### config.mk
export PLATFORM = sky130hd
export DESIGN_NAME = fractal_value_noise_2d_top
export DESIGN_NICKNAME = d
export VERILOG_FILES = /design/src/hdl/fvn_pkg.sv /design/src/hdl/fvn_mul.sv /design/src/hdl/fvn_div.sv /design/src/hdl/fvn_regs.sv /design/src/hdl/fractal_value_noise_2d_top.sv
export SDC_FILE = /design/constraint.sdc
export NUM_CORES = 2
export LEC_CHECK = 0
export ABC_AREA = 0
export BUFFER_PORTS_ARGS = -buffer_cell sky130_fd_sc_hd__buf_2
export CAP_MARGIN = 20
export CORE_MARGIN = 4
export CORE_UTILIZATION = 35
export DETAILED_ROUTE_END_ITERATION = 10
export GPL_TIMING_DRIVEN = 0
export PLACE_DENSITY = 0.55
export SETUP_SLACK_MARGIN = 0.15
export SYNTH_ARGS = -nofsm -noshare
export SYNTH_HDL_FRONTEND = slang
export SYNTH_SLANG_ARGS = --single-unit
### constraint.sdc
create_clock -name clk -period 11.98 [get_ports clk]
set_input_delay 0.599 -clock clk [delete_from_list [all_inputs] [get_ports clk]]
set_output_delay 0.599 -clock clk [all_outputs]
set_load 0.05 [all_outputs]
### src/hdl/fvn_pkg.sv
package fvn_pkg;

    localparam int DEF_MAX_OCTAVES = 16;
    localparam int ADDR_W          = 4;
    localparam int DATA_W          = 32;
    localparam int Q_W             = 24;

    localparam logic [31:0] MIX_C1 = 32'h7feb352d;
    localparam logic [31:0] MIX_C2 = 32'h846ca68b;

    localparam logic [1:0] MODE_FBM   = 2'd0;
    localparam logic [1:0] MODE_TURB  = 2'd1;
    localparam logic [1:0] MODE_RIDGE = 2'd2;
    localparam logic [1:0] MODE_OFF   = 2'd3;

    localparam logic [1:0] REG_MODE    = 2'd0;
    localparam logic [1:0] REG_OCTAVES = 2'd1;
    localparam logic [1:0] REG_LACUN   = 2'd2;
    localparam logic [1:0] REG_GAIN    = 2'd3;

    typedef struct packed {
        logic [1:0]  mode;
        logic [4:0]  octaves;
        logic [15:0] lacunarity;
        logic [15:0] gain;
    } cfg_t;

    typedef enum logic [4:0] {
        ST_IDLE, ST_SX, ST_SY, ST_FX, ST_TX, ST_FY, ST_TY,
        ST_H0A, ST_H0B, ST_H1A, ST_H1B, ST_CA, ST_CB,
        ST_BL1, ST_BL2, ST_BL3, ST_N, ST_M1, ST_M2, ST_M3,
        ST_R, ST_DIV, ST_DONE
    } state_t;

    function automatic logic [31:0] mix_pre(input logic [31:0] v);
        return v ^ (v >> 16);
    endfunction

    function automatic logic [31:0] mix_mid(input logic [31:0] v);
        return v ^ (v >> 15);
    endfunction

    function automatic logic [31:0] mix_fin(input logic [31:0] v);
        return v ^ (v >> 16);
    endfunction

    function automatic logic [31:0] sext16(input logic [15:0] v);
        return {{16{v[15]}}, v};
    endfunction

endpackage

### src/hdl/fvn_mul.sv
module fvn_mul
    import fvn_pkg::*;
(
    input  logic               clk,
    input  logic signed [32:0] a,
    input  logic signed [32:0] b,
    output logic signed [65:0] p
);

    logic signed [65:0] p_reg;

    always_ff @(posedge clk)
    begin
        p_reg <= a * b;
    end

    assign p = p_reg;

endmodule

### src/hdl/fvn_div.sv
module fvn_div
    import fvn_pkg::*;
#(
    parameter int NUM_W = 61,
    parameter int DEN_W = 40
)
(
    input  logic             clk,
    input  logic             rst_n,
    input  logic             start,
    input  logic [NUM_W-1:0] num,
    input  logic [DEN_W-1:0] den,
    output logic             done,
    output logic [Q_W-1:0]   quot
);

    localparam int SH_W  = DEN_W + Q_W - 1;
    localparam int CW    = (NUM_W > SH_W) ? NUM_W : SH_W;
    localparam int CNT_W = $clog2(Q_W);

    logic [CW-1:0]    rem_reg, rem_next;
    logic [CW-1:0]    dsh_reg, dsh_next;
    logic [Q_W-1:0]   q_reg, q_next;
    logic [CNT_W-1:0] cnt_reg, cnt_next;
    logic             run_reg, run_next;
    logic             done_reg, done_next;
    logic             ge;

    assign ge = rem_reg >= dsh_reg;

    always_comb
    begin
        rem_next  = rem_reg;
        dsh_next  = dsh_reg;
        q_next    = q_reg;
        cnt_next  = cnt_reg;
        run_next  = run_reg;
        done_next = 1'b0;
        if (start)
        begin
            rem_next = CW'(num);
            dsh_next = CW'(den) << (Q_W - 1);
            cnt_next = CNT_W'(Q_W - 1);
            run_next = 1'b1;
        end
        else if (run_reg)
        begin
            if (ge)
                rem_next = rem_reg - dsh_reg;
            q_next   = {q_reg[Q_W-2:0], ge};
            dsh_next = dsh_reg >> 1;
            cnt_next = cnt_reg - 1'b1;
            if (cnt_reg == '0)
            begin
                run_next  = 1'b0;
                done_next = 1'b1;
            end
        end
    end

    always_ff @(posedge clk or negedge rst_n)
    begin
        if (!rst_n)
        begin
            run_reg  <= 1'b0;
            done_reg <= 1'b0;
            cnt_reg  <= '0;
        end
        else
        begin
            run_reg  <= run_next;
            done_reg <= done_next;
            cnt_reg  <= cnt_next;
        end
    end

    always_ff @(posedge clk)
    begin
        rem_reg <= rem_next;
        dsh_reg <= dsh_next;
        q_reg   <= q_next;
    end

    assign done = done_reg;
    assign quot = q_reg;

endmodule

### src/hdl/fvn_regs.sv
module fvn_regs
    import fvn_pkg::*;
(
    input  logic              clk,
    input  logic              rst_n,
    input  logic              psel,
    input  logic              penable,
    input  logic              pwrite,
    input  logic [ADDR_W-1:0] paddr,
    input  logic [DATA_W-1:0] pwdata,
    output logic [DATA_W-1:0] prdata,
    output cfg_t              cfg
);

    cfg_t cfg_reg, cfg_next;
    logic wr;

    assign wr = psel && penable && pwrite;

    always_comb
    begin
        cfg_next = cfg_reg;
        if (wr)
        begin
            unique case (paddr[3:2])
                REG_MODE:    cfg_next.mode       = pwdata[1:0];
                REG_OCTAVES: cfg_next.octaves    = pwdata[4:0];
                REG_LACUN:   cfg_next.lacunarity = pwdata[15:0];
                REG_GAIN:    cfg_next.gain       = pwdata[15:0];
            endcase
        end
    end

    always_comb
    begin
        unique case (paddr[3:2])
            REG_MODE:    prdata = DATA_W'(cfg_reg.mode);
            REG_OCTAVES: prdata = DATA_W'(cfg_reg.octaves);
            REG_LACUN:   prdata = DATA_W'(cfg_reg.lacunarity);
            REG_GAIN:    prdata = DATA_W'(cfg_reg.gain);
        endcase
    end

    always_ff @(posedge clk or negedge rst_n)
    begin
        if (!rst_n)
        begin
            cfg_reg.mode       <= MODE_FBM;
            cfg_reg.octaves    <= 5'd4;
            cfg_reg.lacunarity <= 16'd8192;
            cfg_reg.gain       <= 16'd16384;
        end
        else
        begin
            cfg_reg <= cfg_next;
        end
    end

    assign cfg = cfg_reg;

endmodule

### src/hdl/fractal_value_noise_2d_top.sv
// Fractal 2D value noise. Each word of (x_coord, y_coord), signed Q16.16,
// yields one noise_out word, unsigned Q2.22, saturated. A small sequencer
// drives one registered 33x33 signed multiplier through every product of an
// octave: coordinate scaling, two smoothstep curves, the integer hash mix of
// two cell columns and four corners, three interpolations and the per-mode
// update. A word is accepted in the idle state and its result handed off in
// the done state; turbulence and ridged mode also pass a finish state that
// folds in the last octave's term, and fbm mode runs the bit-serial
// normalizing divider (one quotient bit per cycle, 24 bits). The reset setting
// is fbm with four octaves. in_ready is high only between words; a finished
// word waits in the output register, so the next word can be taken while it is
// pending. Registers sit at byte offsets 0 (mode), 4 (octaves), 8 (lacunarity
// Q4.12), 12 (gain Q1.15); mode 3 answers zero at once.
module fractal_value_noise_2d_top
    import fvn_pkg::*;
#(
    parameter int MAX_OCTAVES = DEF_MAX_OCTAVES
)
(
    input  logic               clk,
    input  logic               rst_n,
    input  logic               psel,
    input  logic               penable,
    input  logic               pwrite,
    input  logic [ADDR_W-1:0]  paddr,
    input  logic [DATA_W-1:0]  pwdata,
    output logic [DATA_W-1:0]  prdata,
    output logic               pready,
    input  logic               in_valid,
    output logic               in_ready,
    input  logic signed [31:0] x_coord,
    input  logic signed [31:0] y_coord,
    output logic               out_valid,
    input  logic               out_ready,
    output logic [23:0]        noise_out
);

    localparam int IW     = $clog2(MAX_OCTAVES + 1);
    localparam int ASUM_W = 33 + $clog2(MAX_OCTAVES);
    localparam int SUM_W  = 57 + $clog2(MAX_OCTAVES);
    localparam int DEN_W  = ASUM_W + 2;

    cfg_t cfg;

    state_t state_reg, state_next;
    logic [31:0]       x_reg, x_next, y_reg, y_next;
    logic [31:0]       freq_reg, freq_next, amp_reg, amp_next;
    logic [SUM_W-1:0]  sum_reg, sum_next;
    logic [ASUM_W-1:0] asum_reg, asum_next;
    logic [IW-1:0]     oct_reg, oct_next, eoct_reg, eoct_next;
    logic [31:0]       sx_reg, sx_next, sy_reg, sy_next;
    logic [16:0]       tx_reg, tx_next, ty_reg, ty_next;
    logic [31:0]       hx0_reg, hx0_next, hx1_reg, hx1_next;
    logic [23:0]       c_reg [4], c_next [4];
    logic [1:0]        crn_reg, crn_next;
    logic [23:0]       a_reg, a_next;
    logic [23:0]       res_reg, res_next;
    logic [23:0]       out_data_reg, out_data_next;
    logic              out_valid_reg, out_valid_next;

    logic signed [32:0] op_a, op_b;
    logic signed [65:0] prod;
    logic               div_start, div_done;
    logic [Q_W-1:0]     div_q;

    // per-cycle helpers
    logic [31:0] p32, pf;
    logic [15:0] ix, ix1, iy, iy1, cj;
    logic [31:0] chash;
    logic [23:0] lerp, nval;
    logic [24:0] dev, ridge;
    logic [32:0] fdbl;
    logic [SUM_W-1:0] s2;
    logic        last_oct;

    fvn_regs u_regs (
        .clk     (clk),
        .rst_n   (rst_n),
        .psel    (psel),
        .penable (penable),
        .pwrite  (pwrite),
        .paddr   (paddr),
        .pwdata  (pwdata),
        .prdata  (prdata),
        .cfg     (cfg)
    );

    fvn_mul u_mul (
        .clk (clk),
        .a   (op_a),
        .b   (op_b),
        .p   (prod)
    );

    fvn_div #(
        .NUM_W (SUM_W),
        .DEN_W (DEN_W)
    ) u_div (
        .clk   (clk),
        .rst_n (rst_n),
        .start (div_start),
        .num   (sum_reg),
        .den   ({asum_reg, 2'b00}),
        .done  (div_done),
        .quot  (div_q)
    );

    assign pready    = 1'b1;
    assign in_ready  = (state_reg == ST_IDLE);
    assign out_valid = out_valid_reg;
    assign noise_out = out_data_reg;

    assign p32   = prod[31:0];
    assign pf    = mix_fin(p32);
    assign ix    = sx_reg[31:16];
    assign iy    = sy_reg[31:16];
    assign ix1   = ix + 16'd1;
    assign iy1   = iy + 16'd1;
    assign cj    = crn_reg[1] ? iy1 : iy;
    assign chash = (crn_reg[0] ? hx1_reg : hx0_reg) + sext16(cj);
    // a + ((b - a) * t) >>> 16, result always lands in [0, 2^24)
    assign lerp  = 24'(a_reg + 24'(prod[40:16]));
    assign nval  = lerp;
    assign dev   = ({nval, 1'b0} >= 25'h1000000) ? ({nval, 1'b0} - 25'h1000000)
                                                 : (25'h1000000 - {nval, 1'b0});
    assign ridge = 25'h1000000 - dev;
    assign fdbl  = {freq_reg, 1'b0};
    assign s2    = sum_reg >> 2;
    assign last_oct = (oct_reg + 1'b1) == eoct_reg;

    always_comb
    begin
        state_next     = state_reg;
        x_next         = x_reg;
        y_next         = y_reg;
        freq_next      = freq_reg;
        amp_next       = amp_reg;
        sum_next       = sum_reg;
        asum_next      = asum_reg;
        oct_next       = oct_reg;
        eoct_next      = eoct_reg;
        sx_next        = sx_reg;
        sy_next        = sy_reg;
        tx_next        = tx_reg;
        ty_next        = ty_reg;
        hx0_next       = hx0_reg;
        hx1_next       = hx1_reg;
        c_next         = c_reg;
        crn_next       = crn_reg;
        a_next         = a_reg;
        res_next       = res_reg;
        out_data_next  = out_data_reg;
        out_valid_next = out_valid_reg && !out_ready;
        op_a           = '0;
        op_b           = '0;
        div_start      = 1'b0;

        unique case (state_reg)
            ST_IDLE:
            begin
                if (in_valid)
                begin
                    x_next    = x_coord;
                    y_next    = y_coord;
                    freq_next = 32'h0001_0000;
                    amp_next  = 32'd32768;
                    sum_next  = '0;
                    asum_next = '0;
                    oct_next  = '0;
                    if (cfg.octaves == 5'd0)
                        eoct_next = IW'(1);
                    else if (int'(cfg.octaves) > MAX_OCTAVES)
                        eoct_next = IW'(MAX_OCTAVES);
                    else
                        eoct_next = IW'(cfg.octaves);
                    if (cfg.mode == MODE_OFF)
                    begin
                        res_next   = '0;
                        state_next = ST_DONE;
                    end
                    else
                    begin
                        state_next = ST_SX;
                    end
                end
            end
            ST_SX:
            begin
                op_a       = {x_reg[31], x_reg};
                op_b       = {1'b0, freq_reg};
                state_next = ST_SY;
            end
            ST_SY:
            begin
                sx_next    = prod[47:16];
                op_a       = {y_reg[31], y_reg};
                op_b       = {1'b0, freq_reg};
                state_next = ST_FX;
            end
            ST_FX:
            begin
                sy_next    = prod[47:16];
                op_a       = {17'd0, sx_reg[15:0]};
                op_b       = {17'd0, sx_reg[15:0]};
                state_next = ST_TX;
            end
            ST_TX:
            begin
                op_a       = {1'b0, p32};
                op_b       = {15'd0, 18'd196608 - {1'b0, sx_reg[15:0], 1'b0}};
                state_next = ST_FY;
            end
            ST_FY:
            begin
                tx_next    = prod[48:32];
                op_a       = {17'd0, sy_reg[15:0]};
                op_b       = {17'd0, sy_reg[15:0]};
                state_next = ST_TY;
            end
            ST_TY:
            begin
                op_a       = {1'b0, p32};
                op_b       = {15'd0, 18'd196608 - {1'b0, sy_reg[15:0], 1'b0}};
                state_next = ST_H0A;
            end
            ST_H0A:
            begin
                ty_next    = prod[48:32];
                op_a       = {1'b0, mix_pre(sext16(ix))};
                op_b       = {1'b0, MIX_C1};
                state_next = ST_H0B;
            end
            ST_H0B:
            begin
                op_a       = {1'b0, mix_mid(p32)};
                op_b       = {1'b0, MIX_C2};
                state_next = ST_H1A;
            end
            ST_H1A:
            begin
                hx0_next   = pf;
                op_a       = {1'b0, mix_pre(sext16(ix1))};
                op_b       = {1'b0, MIX_C1};
                state_next = ST_H1B;
            end
            ST_H1B:
            begin
                op_a       = {1'b0, mix_mid(p32)};
                op_b       = {1'b0, MIX_C2};
                crn_next   = 2'd0;
                state_next = ST_CA;
            end
            ST_CA:
            begin
                // retire the hash that just came out, start the next corner
                if (crn_reg == 2'd0)
                    hx1_next = pf;
                else
                    c_next[crn_reg - 2'd1] = pf[23:0];
                op_a       = {1'b0, mix_pre(chash)};
                op_b       = {1'b0, MIX_C1};
                state_next = ST_CB;
            end
            ST_CB:
            begin
                op_a     = {1'b0, mix_mid(p32)};
                op_b     = {1'b0, MIX_C2};
                crn_next = crn_reg + 2'd1;
                if (crn_reg == 2'd3)
                    state_next = ST_BL1;
                else
                    state_next = ST_CA;
            end
            ST_BL1:
            begin
                c_next[3]  = pf[23:0];
                op_a       = 33'(signed'({1'b0, c_reg[1]} - {1'b0, c_reg[0]}));
                op_b       = {16'd0, tx_reg};
                state_next = ST_BL2;
            end
            ST_BL2:
            begin
                a_next     = 24'(c_reg[0] + 24'(prod[40:16]));
                op_a       = 33'(signed'({1'b0, c_reg[3]} - {1'b0, c_reg[2]}));
                op_b       = {16'd0, tx_reg};
                state_next = ST_BL3;
            end
            ST_BL3:
            begin
                op_a = 33'(signed'({1'b0, 24'(c_reg[2] + 24'(prod[40:16]))}
                                   - {1'b0, a_reg}));
                op_b       = {16'd0, ty_reg};
                state_next = ST_N;
            end
            ST_N:
            begin
                case (cfg.mode)
                    MODE_FBM:
                    begin
                        op_a       = {9'd0, nval};
                        op_b       = {1'b0, amp_reg};
                        state_next = ST_M1;
                    end
                    MODE_RIDGE:
                    begin
                        op_a       = {8'd0, ridge};
                        op_b       = {8'd0, ridge};
                        state_next = ST_R;
                    end
                    default:
                    begin
                        sum_next  = sum_reg + SUM_W'(dev >> oct_reg);
                        freq_next = fdbl[32] ? 32'hFFFF_FFFF : fdbl[31:0];
                        oct_next  = oct_reg + 1'b1;
                        // the last add lands next cycle; finish in ST_M3
                        if (last_oct)
                            state_next = ST_M3;
                        else
                            state_next = ST_SX;
                    end
                endcase
            end
            ST_R:
            begin
                sum_next   = sum_reg + SUM_W'(prod[48:24] >> oct_reg);
                freq_next  = fdbl[32] ? 32'hFFFF_FFFF : fdbl[31:0];
                oct_next   = oct_reg + 1'b1;
                // the last add lands next cycle; ST_M3 takes the finish path
                // with the updated sum
                if (last_oct)
                    state_next = ST_M3;
                else
                    state_next = ST_SX;
            end
            ST_M1:
            begin
                sum_next   = sum_reg + SUM_W'(prod[55:0]);
                asum_next  = asum_reg + ASUM_W'(amp_reg);
                op_a       = {1'b0, amp_reg};
                op_b       = {17'd0, cfg.gain};
                state_next = ST_M2;
            end
            ST_M2:
            begin
                amp_next   = prod[47] ? 32'hFFFF_FFFF : prod[46:15];
                op_a       = {1'b0, freq_reg};
                op_b       = {17'd0, cfg.lacunarity};
                state_next = ST_M3;
            end
            ST_M3:
            begin
                if (cfg.mode == MODE_FBM)
                begin
                    freq_next = (|prod[47:44]) ? 32'hFFFF_FFFF : prod[43:12];
                    oct_next  = oct_reg + 1'b1;
                    if (last_oct)
                    begin
                        div_start  = 1'b1;
                        state_next = ST_DIV;
                    end
                    else
                    begin
                        state_next = ST_SX;
                    end
                end
                else
                begin
                    // turbulence and ridged finish: sum now holds every octave
                    res_next   = (|s2[SUM_W-1:24]) ? 24'hFF_FFFF : s2[23:0];
                    state_next = ST_DONE;
                end
            end
            ST_DIV:
            begin
                if (div_done)
                begin
                    res_next   = div_q;
                    state_next = ST_DONE;
                end
            end
            ST_DONE:
            begin
                if (!out_valid_reg || out_ready)
                begin
                    out_valid_next = 1'b1;
                    out_data_next  = res_reg;
                    state_next     = ST_IDLE;
                end
            end
            default:
            begin
                state_next = ST_IDLE;
            end
        endcase
    end

    always_ff @(posedge clk or negedge rst_n)
    begin
        if (!rst_n)
        begin
            state_reg     <= ST_IDLE;
            out_valid_reg <= 1'b0;
            oct_reg       <= '0;
            eoct_reg      <= IW'(1);
            crn_reg       <= '0;
        end
        else
        begin
            state_reg     <= state_next;
            out_valid_reg <= out_valid_next;
            oct_reg       <= oct_next;
            eoct_reg      <= eoct_next;
            crn_reg       <= crn_next;
        end
    end

    always_ff @(posedge clk)
    begin
        x_reg        <= x_next;
        y_reg        <= y_next;
        freq_reg     <= freq_next;
        amp_reg      <= amp_next;
        sum_reg      <= sum_next;
        asum_reg     <= asum_next;
        sx_reg       <= sx_next;
        sy_reg       <= sy_next;
        tx_reg       <= tx_next;
        ty_reg       <= ty_next;
        hx0_reg      <= hx0_next;
        hx1_reg      <= hx1_next;
        c_reg        <= c_next;
        a_reg        <= a_next;
        res_reg      <= res_next;
        out_data_reg <= out_data_next;
    end

    // divider answers only while the sequencer waits for it
    assert property (@(posedge clk) disable iff (!rst_n)
        div_done |-> state_reg == ST_DIV)
        else $error("divider done outside divide wait");

    // octave index stays below the octave count while an octave is in work
    assert property (@(posedge clk) disable iff (!rst_n)
        (state_reg == ST_SX || state_reg == ST_N) |-> oct_reg < eoct_reg)
        else $error("octave index out of range");

    // the fourth corner hands over to interpolation
    assert property (@(posedge clk) disable iff (!rst_n)
        (state_reg == ST_CB && crn_reg == 2'd3) |=> state_reg == ST_BL1)
        else $error("corner sequence overran");

    // a result is loaded only when the output register is free or draining
    assert property (@(posedge clk) disable iff (!rst_n)
        (state_reg == ST_DONE && out_valid_reg && !out_ready) |=> state_reg == ST_DONE)
        else $error("result overwrote a pending word");

endmodule

==> results by group <==
Drt
  • Final wirelength: 402000 um
  • Routed Antenna Nets: 0
  • First-pass DRT Iterations: 10
  • Total length of routed met2 wires: 171000 um
  • Highest routed layer: met5
  • Routed len/inst: around 31 um
  • M1 WL: 159000 um
  • Detailed Route Iter0 Violations: 8571
  • Avg Vias per Cell: about 5.7
  • # DRC: 0
  • WL met3: 44300 um
  • Vias: approximately 74000

Floorplan
  • CORE AREA: roughly 0.24 mm2
  • Die width: about 500 um
  • Die area: 0.254 mm2
  • Die height: 504 um
  • Row cnt: 181
  • Io pins: 166
  • Initial Util: 35.3%

Run status
  • Violated checks: setup timing
  • Run status: complete, but fails checks

STA
  • Slew Limit Headroom: 4.85%
  • Endpoints failing hold: 0
  • Slew @ Worst Pin: around 1.4 ns
  • Setup TNS: -20.15 ns
  • Final Critical Period: 13.72 ns
  • Clk_skew: about 0.11 ns
  • Fin. max-slew vios: 0
  • Setup violators final: 24
  • Unrepaired setup endpoints after global routing: true
  • Period utilization: 115%
  • Final setup margin: -1.74 ns
  • F_max: 72.9 MHz

Final layout
  • Layout Nets: about 11000
  • Utilization after layout: 41.8%
  • Area Growth Syn to Fin: 18.5%
  • Final instance area: ~0.1 mm2
  • Commonest non-fill, non-tap cell in the layout: inv_1
  • Largest register FFs: 96
  • Fillers: 23800
  • Share of cells above drive strength 1: 14.6%
  • Most frequent cells in the layout: inv_1, fa_1, nor2_1, nand2_1, edfxtp_1

Flow run
  • Max cap viols: 0

Global route
  • First-pass GRT wire length: 559000 um
  • Largest net degree at the start of global routing: 65
  • Global route total overflow: 0
  • Total GRT Usage: 30.9%
  • Number of global-route vias before repair: 73500
  • Initial antenna violation count: 47

Placement
  • DP HPWL: roughly 320000 um
  • Post-DP Area: 0.0926 mm2
  • Pre-CTS setup slack: -5.73 ns
  • RePlAce Congestion: 1.02
  • Port-buffer cells: 130

Logic synthesis
  • Simple-gate share of the synthesized area: 14.7%
  • Mux share of post-synthesis cell area: 2.41%
  • Post-synthesis cell type count: 113
  • Sequential area share after synthesis: 27.4%
  • Avg Cell Area, Syn: ~9.4 um2
  • #FFs+latches synth: 824
  • Post-synthesis adder-cell area fraction: 30.6%
  • Largest family of logic cells by synthesized area: adder cells
  • Synth Instances: 9136
  • Main synth FF type: edfxtp_1
  • Post-synth EDFFs: 678
  • Cell Area, Synth: roughly 0.086 mm2
  • Synth Area in Compound Gates: 12.1%
  • YS warnings: 0
  • Asr flop ratio synth: ~7.8%
  • Area share of xor/xnor cells in the synthesized design: between 5 and 6%

Setup path
  • CP dominant cell by count: fa_1
  • Critical path arrival: 14.31 ns
  • R2R Path Start: u_mul.p[39]
  • Required time of the worst setup path: around 13 ns
  • Critical path launch point: u_mul.p[39]
  • CP max stage delay: 0.90 ns
  • Worst setup EP type: register
  • Critical path class: register to register
  • Startpoint type of the worst setup path: register
  • Worst Path Max Fanout: 10
  • CP max-delay cell: clkbuf_1

Min path
  • Hold Crit Class: input port to register
  • Hold_sp: x_coord[21]

Clock tree
  • Clock sinks: around 820
  • CTS tree: built
  • CTS buffer count: approximately 100
  • Clk buf depth: 3
  • H-tree Lvls: 3
  • Clock Latency Late Sink: 0.80 ns
  • Clk slew on worst S/H paths: ~0.07 ns
  • Root Driver: clkbuf_16
-- final cells by class --
class                           instances  area [um2]  share of cell area, %
Clock buffer                          123        2760                   2.70
Timing Repair Buffer                  506        4690                   4.59
Clock inverter                         75         930                  0.911
Inverter                             1316        4950                   4.84
Tap cell                             3202        4010                   3.92
Sequential cell                       824       23700                   23.2
Multi-Input combinational cell       6586       58600                   57.4
Buffer                                423        2460                   2.41
Antenna cell                           34        85.1                 0.0833
-- stage by stage --
stage,hold slack [ns],cells
after CTS,0.0107,13000
after floorplan,0.303,9151
after global routing,0.0363,13100
after global placement,0.404,12500
final,0.0541,13100
after detailed placement,0.405,12600
-- logic make-up (layout without fill, tap and decap cells) --
| logic type | after synthesis | in the layout |
|---|---|---|
| and+or+nand+nor | 2816 | 2816 |
| buffers and inverters | 1741 | 2443 |
| AOI/OAI and AO/OA | 1567 | 1567 |
| adders and majority gates | 1505 | 1505 |
| DFF | 824 | 824 |
| xor gates and xnor gates | 487 | 487 |
| muxes | 194 | 194 |
| other | 2 | 51 |
-- timing repair --
action	in CTS	in global routing
gates resized for setup	643	201
cloned	1	0
pin swaps	167	196
endpoints found under the hold margin	105	0
hold buffers	46	0
setup buffers	175	56
endpoints found under the setup margin	49	32
-- worst max-delay path, delay by kind of cell (launching register included) --
family / cells / cell delay, ns
AO/OA/AOI/OAI: 12 / 4.50
XOR/XNOR: 3 / 0.89
adder cells (fa/ha/maj): 9 / 4.38
buffers and inverters: 11 / 2.28
flip-flops: 1 / 0.60
AND/OR/NAND/NOR: 4 / 0.81
-- synth_stat cells (111+ instances only) --
library cell | number | share of area [%]
o21ai_0 | 364 | 2.1
nor2b_1 | 136 | 0.99
nand3_1 | 170 | 0.99
xnor2_1 | 302 | 3.1
nand2_1 | 920 | 4.0
nor3_1 | 126 | 0.73
edfxtp_1 | 678 | 24
xor2_1 | 180 | 1.8
ha_1 | 504 | 7.3
nor2_1 | 965 | 4.2
nand2b_1 | 117 | 0.85
a21o_1 | 131 | 1.1
clkbuf_1 | 350 | 1.5
fa_1 | 1001 | 23
mux2i_1 | 111 | 1.3
a21oi_1 | 380 | 2.2
inv_1 | 1313 | 5.7
-- path summary, 6_finish.rpt --
| path | slack (ns) | depth (start not counted) | endpoint |
|---|---|---|---|
| worst max-delay path | -1.74 | 39 | u_mul.p[48] |
| worst max register to register | -1.74 | 39 | u_mul.p[48] |
| min in group asynchronous | 0.47 | 2 | state_reg[0] |
| max in group asynchronous | 10.88 | 2 | u_div.cnt_reg[3] |
| worst min-delay path | 0.05 | 1 | x_reg[21] |
| worst min register to register | 0.42 | 0 | noise_out[4] |
-- metal layers --
layer | global-route usage (%) | up-vias
met5 | 0 | -
met4 | 18.0 | 10
met3 | 8.58 | 926
met2 | 45.7 | 4201
met1 | 40.4 | 37500
li1 | - | 31600
Power is not shown: default switching activity piles up to over one toggle a cycle in this logic, so the estimate is an artifact.
